File: src/design/gpshb_pkg.sv
`timescale 1ns / 1ps
`default_nettype none
// ----------------------------------------------------------------------------
// gpshb_pkg
// shared types, constants and the arctangent table for the home bearing block
// ----------------------------------------------------------------------------
package gpshb_pkg;

  localparam int unsigned CORDIC_STEPS = 18;
  localparam int unsigned SQRT_STEPS   = 30;

  localparam logic signed [33:0] COS_GAIN   = 34'sd652032874;
  localparam logic        [30:0] QTR_TURN   = 31'd900000000;
  localparam logic        [31:0] HALF_TURN  = 32'd1800000000;
  localparam logic        [31:0] FULL_TURN  = 32'd3600000000;
  localparam logic        [31:0] BEAR_ROUND = 32'd50000;
  localparam logic        [20:0] DM_Q24     = 21'd1867631;
  localparam logic        [26:0] RECIP_3125 = 27'd87960930;
  localparam logic        [11:0] DIV_3125   = 12'd3125;
  localparam logic        [15:0] BEAR_WRAP  = 16'd36000;
  localparam logic        [27:0] DIST_MAX   = 28'hFFFFFFF;
  localparam logic         [3:0] MIN_FIX_RST = 4'd3;
  localparam logic         [7:0] MIN_SAT_RST = 8'd7;

  localparam logic [0:0] REG_MIN_FIX = 1'b0;
  localparam logic [0:0] REG_MIN_SAT = 1'b1;

  typedef enum logic [4:0] {
    ST_IDLE, ST_COS, ST_HOME, ST_DIFF, ST_MUL_E, ST_MUL_DN, ST_MUL_DE,
    ST_SQ_N, ST_SQ_E, ST_SUM, ST_SQRT, ST_NORM_LOAD, ST_NORM, ST_VEC,
    ST_QUAD, ST_MUL_Q, ST_MUL_R, ST_FIX, ST_EMIT
  } state_t;

  typedef enum logic [4:0] {
    OP_NONE, OP_LOAD, OP_COS_ITER, OP_HOME, OP_DIFF, OP_MUL_E, OP_MUL_DN,
    OP_MUL_DE, OP_SQ_N, OP_SQ_E, OP_SUM, OP_SQRT_ITER, OP_NORM_LOAD,
    OP_NORM_ITER, OP_VEC_ITER, OP_QUAD, OP_MUL_Q, OP_MUL_R, OP_FIX, OP_EMIT
  } op_t;

  typedef struct packed {
    op_t        op;
    logic [4:0] iter;
    logic       in_ready;
  } cmd_t;

  typedef struct packed {
    logic cap_now;
    logic nav_now;
    logic zero_vec;
    logic norm_big;
    logic out_free;
  } status_t;

  function automatic logic signed [31:0] atan_entry(input logic [4:0] i);
    logic signed [31:0] v;
    case (i)
      5'd0:    v = 32'sd450000000;
      5'd1:    v = 32'sd265650512;
      5'd2:    v = 32'sd140362435;
      5'd3:    v = 32'sd71250163;
      5'd4:    v = 32'sd35763344;
      5'd5:    v = 32'sd17899106;
      5'd6:    v = 32'sd8951737;
      5'd7:    v = 32'sd4476142;
      5'd8:    v = 32'sd2238105;
      5'd9:    v = 32'sd1119057;
      5'd10:   v = 32'sd559529;
      5'd11:   v = 32'sd279765;
      5'd12:   v = 32'sd139882;
      5'd13:   v = 32'sd69941;
      5'd14:   v = 32'sd34971;
      5'd15:   v = 32'sd17485;
      5'd16:   v = 32'sd8743;
      5'd17:   v = 32'sd4371;
      default: v = 32'sd0;
    endcase
    return v;
  endfunction

endpackage
`default_nettype wire

File: src/design/gpshb_ctrl.sv
`timescale 1ns / 1ps
`default_nettype none
// ----------------------------------------------------------------------------
// gpshb_ctrl
// sequencer stepping the datapath through capture, offsets, sqrt and bearing
// ----------------------------------------------------------------------------
module gpshb_ctrl (
  input  wire logic              clk,
  input  wire logic              rst,
  input  wire logic              s_tvalid,
  input  wire gpshb_pkg::status_t sts,
  output gpshb_pkg::cmd_t        cmd
);

  gpshb_pkg::state_t state, state_next;
  logic [4:0] cnt;

  always_ff @(posedge clk) begin
    if (rst) begin
      state <= gpshb_pkg::ST_IDLE;
      cnt   <= '0;
    end else begin
      state <= state_next;
      if (state != state_next) cnt <= '0;
      else cnt <= cnt + 5'd1;
    end
  end

  always_comb begin
    state_next = state;
    case (state)
      gpshb_pkg::ST_IDLE: begin
        if (s_tvalid) begin
          if (sts.cap_now) state_next = gpshb_pkg::ST_COS;
          else if (sts.nav_now) state_next = gpshb_pkg::ST_DIFF;
          else state_next = gpshb_pkg::ST_EMIT;
        end
      end
      gpshb_pkg::ST_COS: begin
        if (cnt == 5'(gpshb_pkg::CORDIC_STEPS - 1)) state_next = gpshb_pkg::ST_HOME;
      end
      gpshb_pkg::ST_HOME:   state_next = gpshb_pkg::ST_DIFF;
      gpshb_pkg::ST_DIFF:   state_next = gpshb_pkg::ST_MUL_E;
      gpshb_pkg::ST_MUL_E:  state_next = gpshb_pkg::ST_MUL_DN;
      gpshb_pkg::ST_MUL_DN: state_next = gpshb_pkg::ST_MUL_DE;
      gpshb_pkg::ST_MUL_DE: state_next = gpshb_pkg::ST_SQ_N;
      gpshb_pkg::ST_SQ_N:   state_next = gpshb_pkg::ST_SQ_E;
      gpshb_pkg::ST_SQ_E:   state_next = gpshb_pkg::ST_SUM;
      gpshb_pkg::ST_SUM:    state_next = gpshb_pkg::ST_SQRT;
      gpshb_pkg::ST_SQRT: begin
        if (cnt == 5'(gpshb_pkg::SQRT_STEPS - 1)) state_next = gpshb_pkg::ST_NORM_LOAD;
      end
      gpshb_pkg::ST_NORM_LOAD: begin
        if (sts.zero_vec) state_next = gpshb_pkg::ST_QUAD;
        else state_next = gpshb_pkg::ST_NORM;
      end
      gpshb_pkg::ST_NORM: begin
        if (sts.norm_big) state_next = gpshb_pkg::ST_VEC;
      end
      gpshb_pkg::ST_VEC: begin
        if (cnt == 5'(gpshb_pkg::CORDIC_STEPS - 1)) state_next = gpshb_pkg::ST_QUAD;
      end
      gpshb_pkg::ST_QUAD:  state_next = gpshb_pkg::ST_MUL_Q;
      gpshb_pkg::ST_MUL_Q: state_next = gpshb_pkg::ST_MUL_R;
      gpshb_pkg::ST_MUL_R: state_next = gpshb_pkg::ST_FIX;
      gpshb_pkg::ST_FIX:   state_next = gpshb_pkg::ST_EMIT;
      gpshb_pkg::ST_EMIT: begin
        if (sts.out_free) state_next = gpshb_pkg::ST_IDLE;
      end
      default: state_next = gpshb_pkg::ST_IDLE;
    endcase
  end

  always_comb begin
    cmd.op       = gpshb_pkg::OP_NONE;
    cmd.iter     = cnt;
    cmd.in_ready = 1'b0;
    case (state)
      gpshb_pkg::ST_IDLE: begin
        cmd.in_ready = 1'b1;
        if (s_tvalid) cmd.op = gpshb_pkg::OP_LOAD;
      end
      gpshb_pkg::ST_COS:       cmd.op = gpshb_pkg::OP_COS_ITER;
      gpshb_pkg::ST_HOME:      cmd.op = gpshb_pkg::OP_HOME;
      gpshb_pkg::ST_DIFF:      cmd.op = gpshb_pkg::OP_DIFF;
      gpshb_pkg::ST_MUL_E:     cmd.op = gpshb_pkg::OP_MUL_E;
      gpshb_pkg::ST_MUL_DN:    cmd.op = gpshb_pkg::OP_MUL_DN;
      gpshb_pkg::ST_MUL_DE:    cmd.op = gpshb_pkg::OP_MUL_DE;
      gpshb_pkg::ST_SQ_N:      cmd.op = gpshb_pkg::OP_SQ_N;
      gpshb_pkg::ST_SQ_E:      cmd.op = gpshb_pkg::OP_SQ_E;
      gpshb_pkg::ST_SUM:       cmd.op = gpshb_pkg::OP_SUM;
      gpshb_pkg::ST_SQRT:      cmd.op = gpshb_pkg::OP_SQRT_ITER;
      gpshb_pkg::ST_NORM_LOAD: cmd.op = gpshb_pkg::OP_NORM_LOAD;
      gpshb_pkg::ST_NORM: begin
        if (!sts.norm_big) cmd.op = gpshb_pkg::OP_NORM_ITER;
      end
      gpshb_pkg::ST_VEC:       cmd.op = gpshb_pkg::OP_VEC_ITER;
      gpshb_pkg::ST_QUAD:      cmd.op = gpshb_pkg::OP_QUAD;
      gpshb_pkg::ST_MUL_Q:     cmd.op = gpshb_pkg::OP_MUL_Q;
      gpshb_pkg::ST_MUL_R:     cmd.op = gpshb_pkg::OP_MUL_R;
      gpshb_pkg::ST_FIX:       cmd.op = gpshb_pkg::OP_FIX;
      gpshb_pkg::ST_EMIT: begin
        if (sts.out_free) cmd.op = gpshb_pkg::OP_EMIT;
      end
      default: cmd.op = gpshb_pkg::OP_NONE;
    endcase
  end

  a_iter_range: assert property (@(posedge clk) disable iff (rst)
    (state == gpshb_pkg::ST_COS || state == gpshb_pkg::ST_VEC)
      |-> cnt < 5'(gpshb_pkg::CORDIC_STEPS)) else $error("cordic count overrun");
  a_sqrt_range: assert property (@(posedge clk) disable iff (rst)
    state == gpshb_pkg::ST_SQRT |-> cnt < 5'(gpshb_pkg::SQRT_STEPS))
    else $error("sqrt count overrun");
  a_ready_idle: assert property (@(posedge clk) disable iff (rst)
    cmd.in_ready |-> state == gpshb_pkg::ST_IDLE) else $error("ready outside idle");

endmodule
`default_nettype wire

File: config.mk
export PLATFORM = sky130hd
export DESIGN_NAME = gpshb_ctrl
export DESIGN_NICKNAME = d
export VERILOG_FILES = /design/src/design/gpshb_pkg.sv /design/src/design/gpshb_ctrl.sv
export SDC_FILE = /design/constraint.sdc
export NUM_CORES = 1
export LEC_CHECK = 0
export BUFFER_PORTS_ARGS = -buffer_cell sky130_fd_sc_hd__clkbuf_2
export CAP_MARGIN = 20
export CORE_UTILIZATION = 50
export DETAILED_ROUTE_END_ITERATION = 10
export GPL_TIMING_DRIVEN = 0
export PLACE_DENSITY = 0.75
export SYNTH_ARGS = -nofsm -noshare
export SYNTH_HDL_FRONTEND = slang
export SYNTH_SLANG_ARGS = --single-unit
File: constraint.sdc
create_clock -name clk -period 3.1 [get_ports clk]
set_clock_uncertainty 0.2 [all_clocks]
set_input_delay 0 -clock clk [delete_from_list [all_inputs] [get_ports clk]]
set_output_delay 0 -clock clk [all_outputs]
set_load 0.005 [all_outputs]
## After elaboration in Yosys (flattened, before gate mapping)

Cells that the tools add are included.

- Bits in registers: 10
- Bits in latches: 0
- RAM bits: 0
- ROM bits: 0
- Output and inout bits: 11
- Logic and storage cells: 41
- Memories: 0

- Add/subtract/negate cells: 1
- Multipliers: 0
- Divide/modulo/power cells: 0
- $lt $le $gt $ge: 0
- Eq/ne operators: 21
- Shift operators: 0
- Muxes and demuxes: 15
- Bitwise gates (word level): 0
- Reductions and logical operators: 2

Operators with widths:

| kind | number |
|---|---|
| 5-bit one-hot mux with 19 select lines | 2 |
| 5-bit 2-to-1 mux | 9 |
| 5-bit by 4-bit equality test with 1-bit output, second input constant | 8 |
| 5-bit equality test, second input constant | 5 |
| 5-bit by 3-bit equality test with 1-bit output, second input constant | 4 |
| 5-bit by 2-bit equality test with 1-bit output, second input constant | 2 |
| 5-bit by 1-bit adder with 5-bit output, second input constant | 1 |
| 5-bit by 1-bit equality test with 1-bit output, second input constant | 1 |
| 5-bit zero test | 1 |
| 5-bit != test | 1 |
| 4-bit 2-to-1 mux | 1 |
| 1-bit 2-to-1 mux | 2 |
| 2-bit 2-to-1 mux | 1 |
| 2-bit OR reduction | 1 |

## Longest topological paths before layout

- Depth after elaboration: 6
- Gate-level depth with buffers: 7
- Depth with buffers taken out: 7

## Worst setup path after synthesis

No wires, ideal clock.

- Path type: flip-flop to flip-flop
- From: reg cnt[1]
- To: reg cnt[3]
- Library setup time: 79 ps
- Data arrival time: 1434 ps
- Data required time: 2821 ps
- Slack: 1387 ps
- Stages on the path, launching flop included: 8
- Buffers on the path: 0
- Period minus slack after synthesis: 1713 ps
- Cell sequence: dfxtp_1 > inv_1 > ha_1 > nand2_1 > nor3_1 > a2111o_1 > a21boi_2 > nor3_1

- Word-level cells in the longest chain between the ends: 5
- Elaborated cells between the ends (all ways): 9
- Those cells by class: add/sub (1); eq/ne (3); mux (4); reduce/logical (1)

Ends and longest elaborated chain:

| element | line | RTL |
|---|---|---|
| start, declared | gpshb_ctrl.sv:16 | `logic [4:0] cnt;` |
| start signal, assigned | gpshb_ctrl.sv:25 | `else cnt <= cnt + 5'd1;` |
| 5-bit equality test, on equally long branches | gpshb_ctrl.sv:40, gpshb_ctrl.sv:61, gpshb_ctrl.sv:51 |  |
| 5-bit 2-to-1 mux, on equally long branches | gpshb_ctrl.sv:61, gpshb_ctrl.sv:40, gpshb_ctrl.sv:51 |  |
| 5-bit one-hot mux with 19 select lines | gpshb_ctrl.sv:31 | `case (state)` |
| 5-bit != test | gpshb_ctrl.sv:24 | `if (state != state_next) cnt <= '0;` |
| 2-bit OR reduction (no line) | n/a |  |

Several ways; a longest one is shown, not always the timed one.
A chain may end at the register's enable or synchronous reset.

## Worst setup path after layout

- From: reg cnt[0]
- To: reg state[1]

- Word-level cells in the longest chain between the ends: 3
- Elaborated cells between the ends (all ways): 6
- Those cells by class: eq/ne (2); mux (4)

Ends and longest elaborated chain:

| element | line | RTL |
|---|---|---|
| 5-bit equality test, on equally long branches | gpshb_ctrl.sv:40, gpshb_ctrl.sv:61, gpshb_ctrl.sv:51 |  |
| 5-bit 2-to-1 mux, on equally long branches | gpshb_ctrl.sv:61, gpshb_ctrl.sv:40, gpshb_ctrl.sv:51 |  |
| 5-bit one-hot mux with 19 select lines (*) | gpshb_ctrl.sv:31 |  |
| end signal, assigned | gpshb_ctrl.sv:20 | `state <= gpshb_pkg::ST_IDLE;` |
| end signal, assigned | gpshb_ctrl.sv:23 | `state <= state_next;` |
| end, declared | gpshb_ctrl.sv:15 | `gpshb_pkg::state_t state, state_next;` |

Mark *: on every way between the ends. The rest lies on a longest branch, timed or not.

==> results.cfg <==
[global_route]
grt_overflow = 0
antenna_found_initial = 0
grt_max_degree = 11
grt_pass1_vias = 750
grt_first_pass_wirelength_mm = 3.346
grtUsageTotal_pct = 24.41

[logic_synthesis]
synthArstFlopShare_pct = 0
seq_area_frac_synth_pct = 25.08
synthesis.nets = 114
syn_area_um2 = 798.3
ys.flop_type = dfxtp_1
synth_seq_cells = 10
syn_inst = 104
ys_warn_count = 0
netlist-cell-type-count = 41
synth_edf_count = 0
avgSynthCellArea_um2 = 7.676

[worst_setup_path]
critPathMaxStageDelay_ns = 0.56
endpoint_kind = flip-flop
timing.rr.start = cnt[0]$_SDFF_PP0_
crit_required_ns = 3.11
worstSetupStartpoint = cnt[0]$_SDFF_PP0_
worstPathMaxFanout = 5
rrSetupSlack_ns = 0.92
critPathBufInv = 1
cp.arrival_ns = 2.19
cp_top_family = buffers and inverters
cp_cell_sequence = ha_1 > nand2_1 > nor3_1 > o2111ai_1 > a21o_1 > a31oi_1 > dlygate4sd3_1
slowest_stage = dlygate4sd3_1
start_kind = flip-flop
criticalPathCategory = flip-flop to flip-flop

[placed_design]
portBuffers = 18
place_hpwl_mm = 1.485
globalplace.congestion = 0.8982
placed_area_um2 = 908.4
dp_cells = 138

[pwr]
ir_drop_v = 0.0003601
power_density_nw_per_um2 = 488.9
total_power_uw = 486.3
leakage_uw = 0.0004142

[clock_tree]
cts_tree = built
clk_path_buf_depth = 2
cts-buffers-inserted = 3
clkSinkCount = 10
clk_pin_slew_ns = 0.07
cts_root_buffer = clkbuf_4
cts_resized = 0
htreeDepth = 1
insertion_delay_ns = 0.26

[hold_path]
worstHoldStart = sts[3]
hp-class = input port to flip-flop

[sta]
grt_setup_unrepaired = false
slew_headroom_pct = 71.05
hold_viol = 0
fmax_ghz = 0.4581
timing.hold.ws_ns = 0.01251
fin_crit_sh_pct = 70.42
setup-tns-final_ns = 0
tightest_slew_ns = 0.4342
setup_viol = 0
min_period_ns = 2.183
final_max_slew_viol_count = 0

[layout]
area_growth_pct = 24.61
layout.cells.non_filler = 147
final_area_um2 = 994.7
layout.nets = 142
drive_gt1_share_pct = 27.48
diodes = 0

[routing]
dr_total_vias = 882
via_per_inst = 6.000
drc = 0
first_pass_iters = 4
drtIter0Drc = 15
drt_wl_total_mm = 1.942
avgRoutedWirePerCell_um = 13.21
ant_nets = 0

[status]
status = finished clean

[floorplanning]
io_pins = 19
core_region_area_um2 = 1506
die-area_um2 = 1760
die_w_um = 41.96
start_util_pct = 52.99
chipHeight_um = 41.96
rows = 14

[job]
drv_cap = 0
[cell families after synthesis]
logic type / count (synthesis) / synth area share (%)
xor gates and xnor gates: 6 / 6.584
buffers and inverters: 14 / 10.97
adders and majority gates: 2 / 3.134
AOI/OAI and AO/OA: 27 / 25.55
and+or+nand+nor: 45 / 28.68
DFF: 10 / 25.08
[cell usage after synthesis, types with 2 or more instances]
cell / count / share of area [%]
nand2_1: 11 / 5.2
nand4_1: 2 / 1.6
dfxtp_1: 10 / 25
nor4_1: 3 / 2.4
nand2_2: 2 / 1.6
a221oi_1: 2 / 2.2
a21oi_1: 5 / 3.1
inv_2: 2 / 0.94
nor2_1: 6 / 2.8
xnor2_1: 3 / 3.3
xor2_1: 3 / 3.3
o21ai_0: 3 / 1.9
ha_1: 2 / 3.1
inv_1: 5 / 2.4
a21o_1: 2 / 1.9
buf_6: 4 / 5.6
a31oi_1: 2 / 1.6
nor3_1: 11 / 6.9
nand3_1: 4 / 2.5
[where the power goes]
group	internal, uW	leakage [uW]	switching [uW]
Combinational	95.3	0.000312	114
Sequential	144	0.0000814	17.7
Clock	71.3	0.0000210	44.8
[path summary, 6_finish.rpt]
check / depth (start not counted) / endpoint
max: 7 / state[1]$_SDFF_PP0_
min: 5 / state[0]$_SDFF_PP0_
max reg2reg: 7 / state[1]$_SDFF_PP0_
min reg2reg: 1 / cnt[0]$_SDFF_PP0_
[per-stage QoR]
step / utilization, % / setup WS, ns
4_1_cts: 66.03 / 0.9389
2_1_floorplan: - / 1.387
3_5_place_dp: 60.30 / 1.247
5_1_grt: 66.03 / 0.7647
3_3_place_gp: 60.30 / 1.275
6_report: 66.03 / 0.9168
[worst register-to-register path: cells and delay by family, from the launching register on]
kind	cells	cell delay, ns
AO/OA/AOI/OAI	3	0.44
adder cells (fa/ha/maj)	1	0.20
AND/OR/NAND/NOR	2	0.33
flip-flops	1	0.41
buffers and inverters	1	0.56
[per-layer routing]
layer  global-route usage [%]  share of wire, %  wire length, um
met5                        0                 0                0
met3                    1.739               4.4               85
met2                    38.13                47              909
met1                    33.96                48              938
met4                    11.61              0.46                9
[placed cells by master, fill, tap and decap left out, types with 2 or more instances in the layout]
master and n:
nand4_1 2, inv_2 2, o21ai_0 3, nor2_1 6
xnor2_1 3, a31oi_1 2, a221oi_1 2, inv_1 5
nand3_1 4, nor3_1 11, nand2_1 11, nor4_1 3
nand2_2 2, clkbuf_2 18, dlygate4sd3_1 5, buf_6 4
clkbuf_4 3, a21o_1 2, xor2_1 3, dfxtp_1 10
ha_1 2, a21oi_1 5
[state kept, by name (all words and copies together) (netlist names)]
register and cells:
cnt 5, state 5
[cell type report]
cell class,instances,area [um2]
flip-flops and latches,10,200.2
multi-input cells,80,510.5
well taps,16,20.02
repair buffers,23,140.1
fillers,124,511.7
plain buffers,6,56.30
clock buffers,4,36.28
inverters,8,31.28
[repair_timing]
item	CTS	global route
setup endpoints to repair	0	0
hold buffers	5	0
hold endpoints to repair	5	0
setup buffers	0	0
Note: power is estimated with default switching activity, not from simulation.
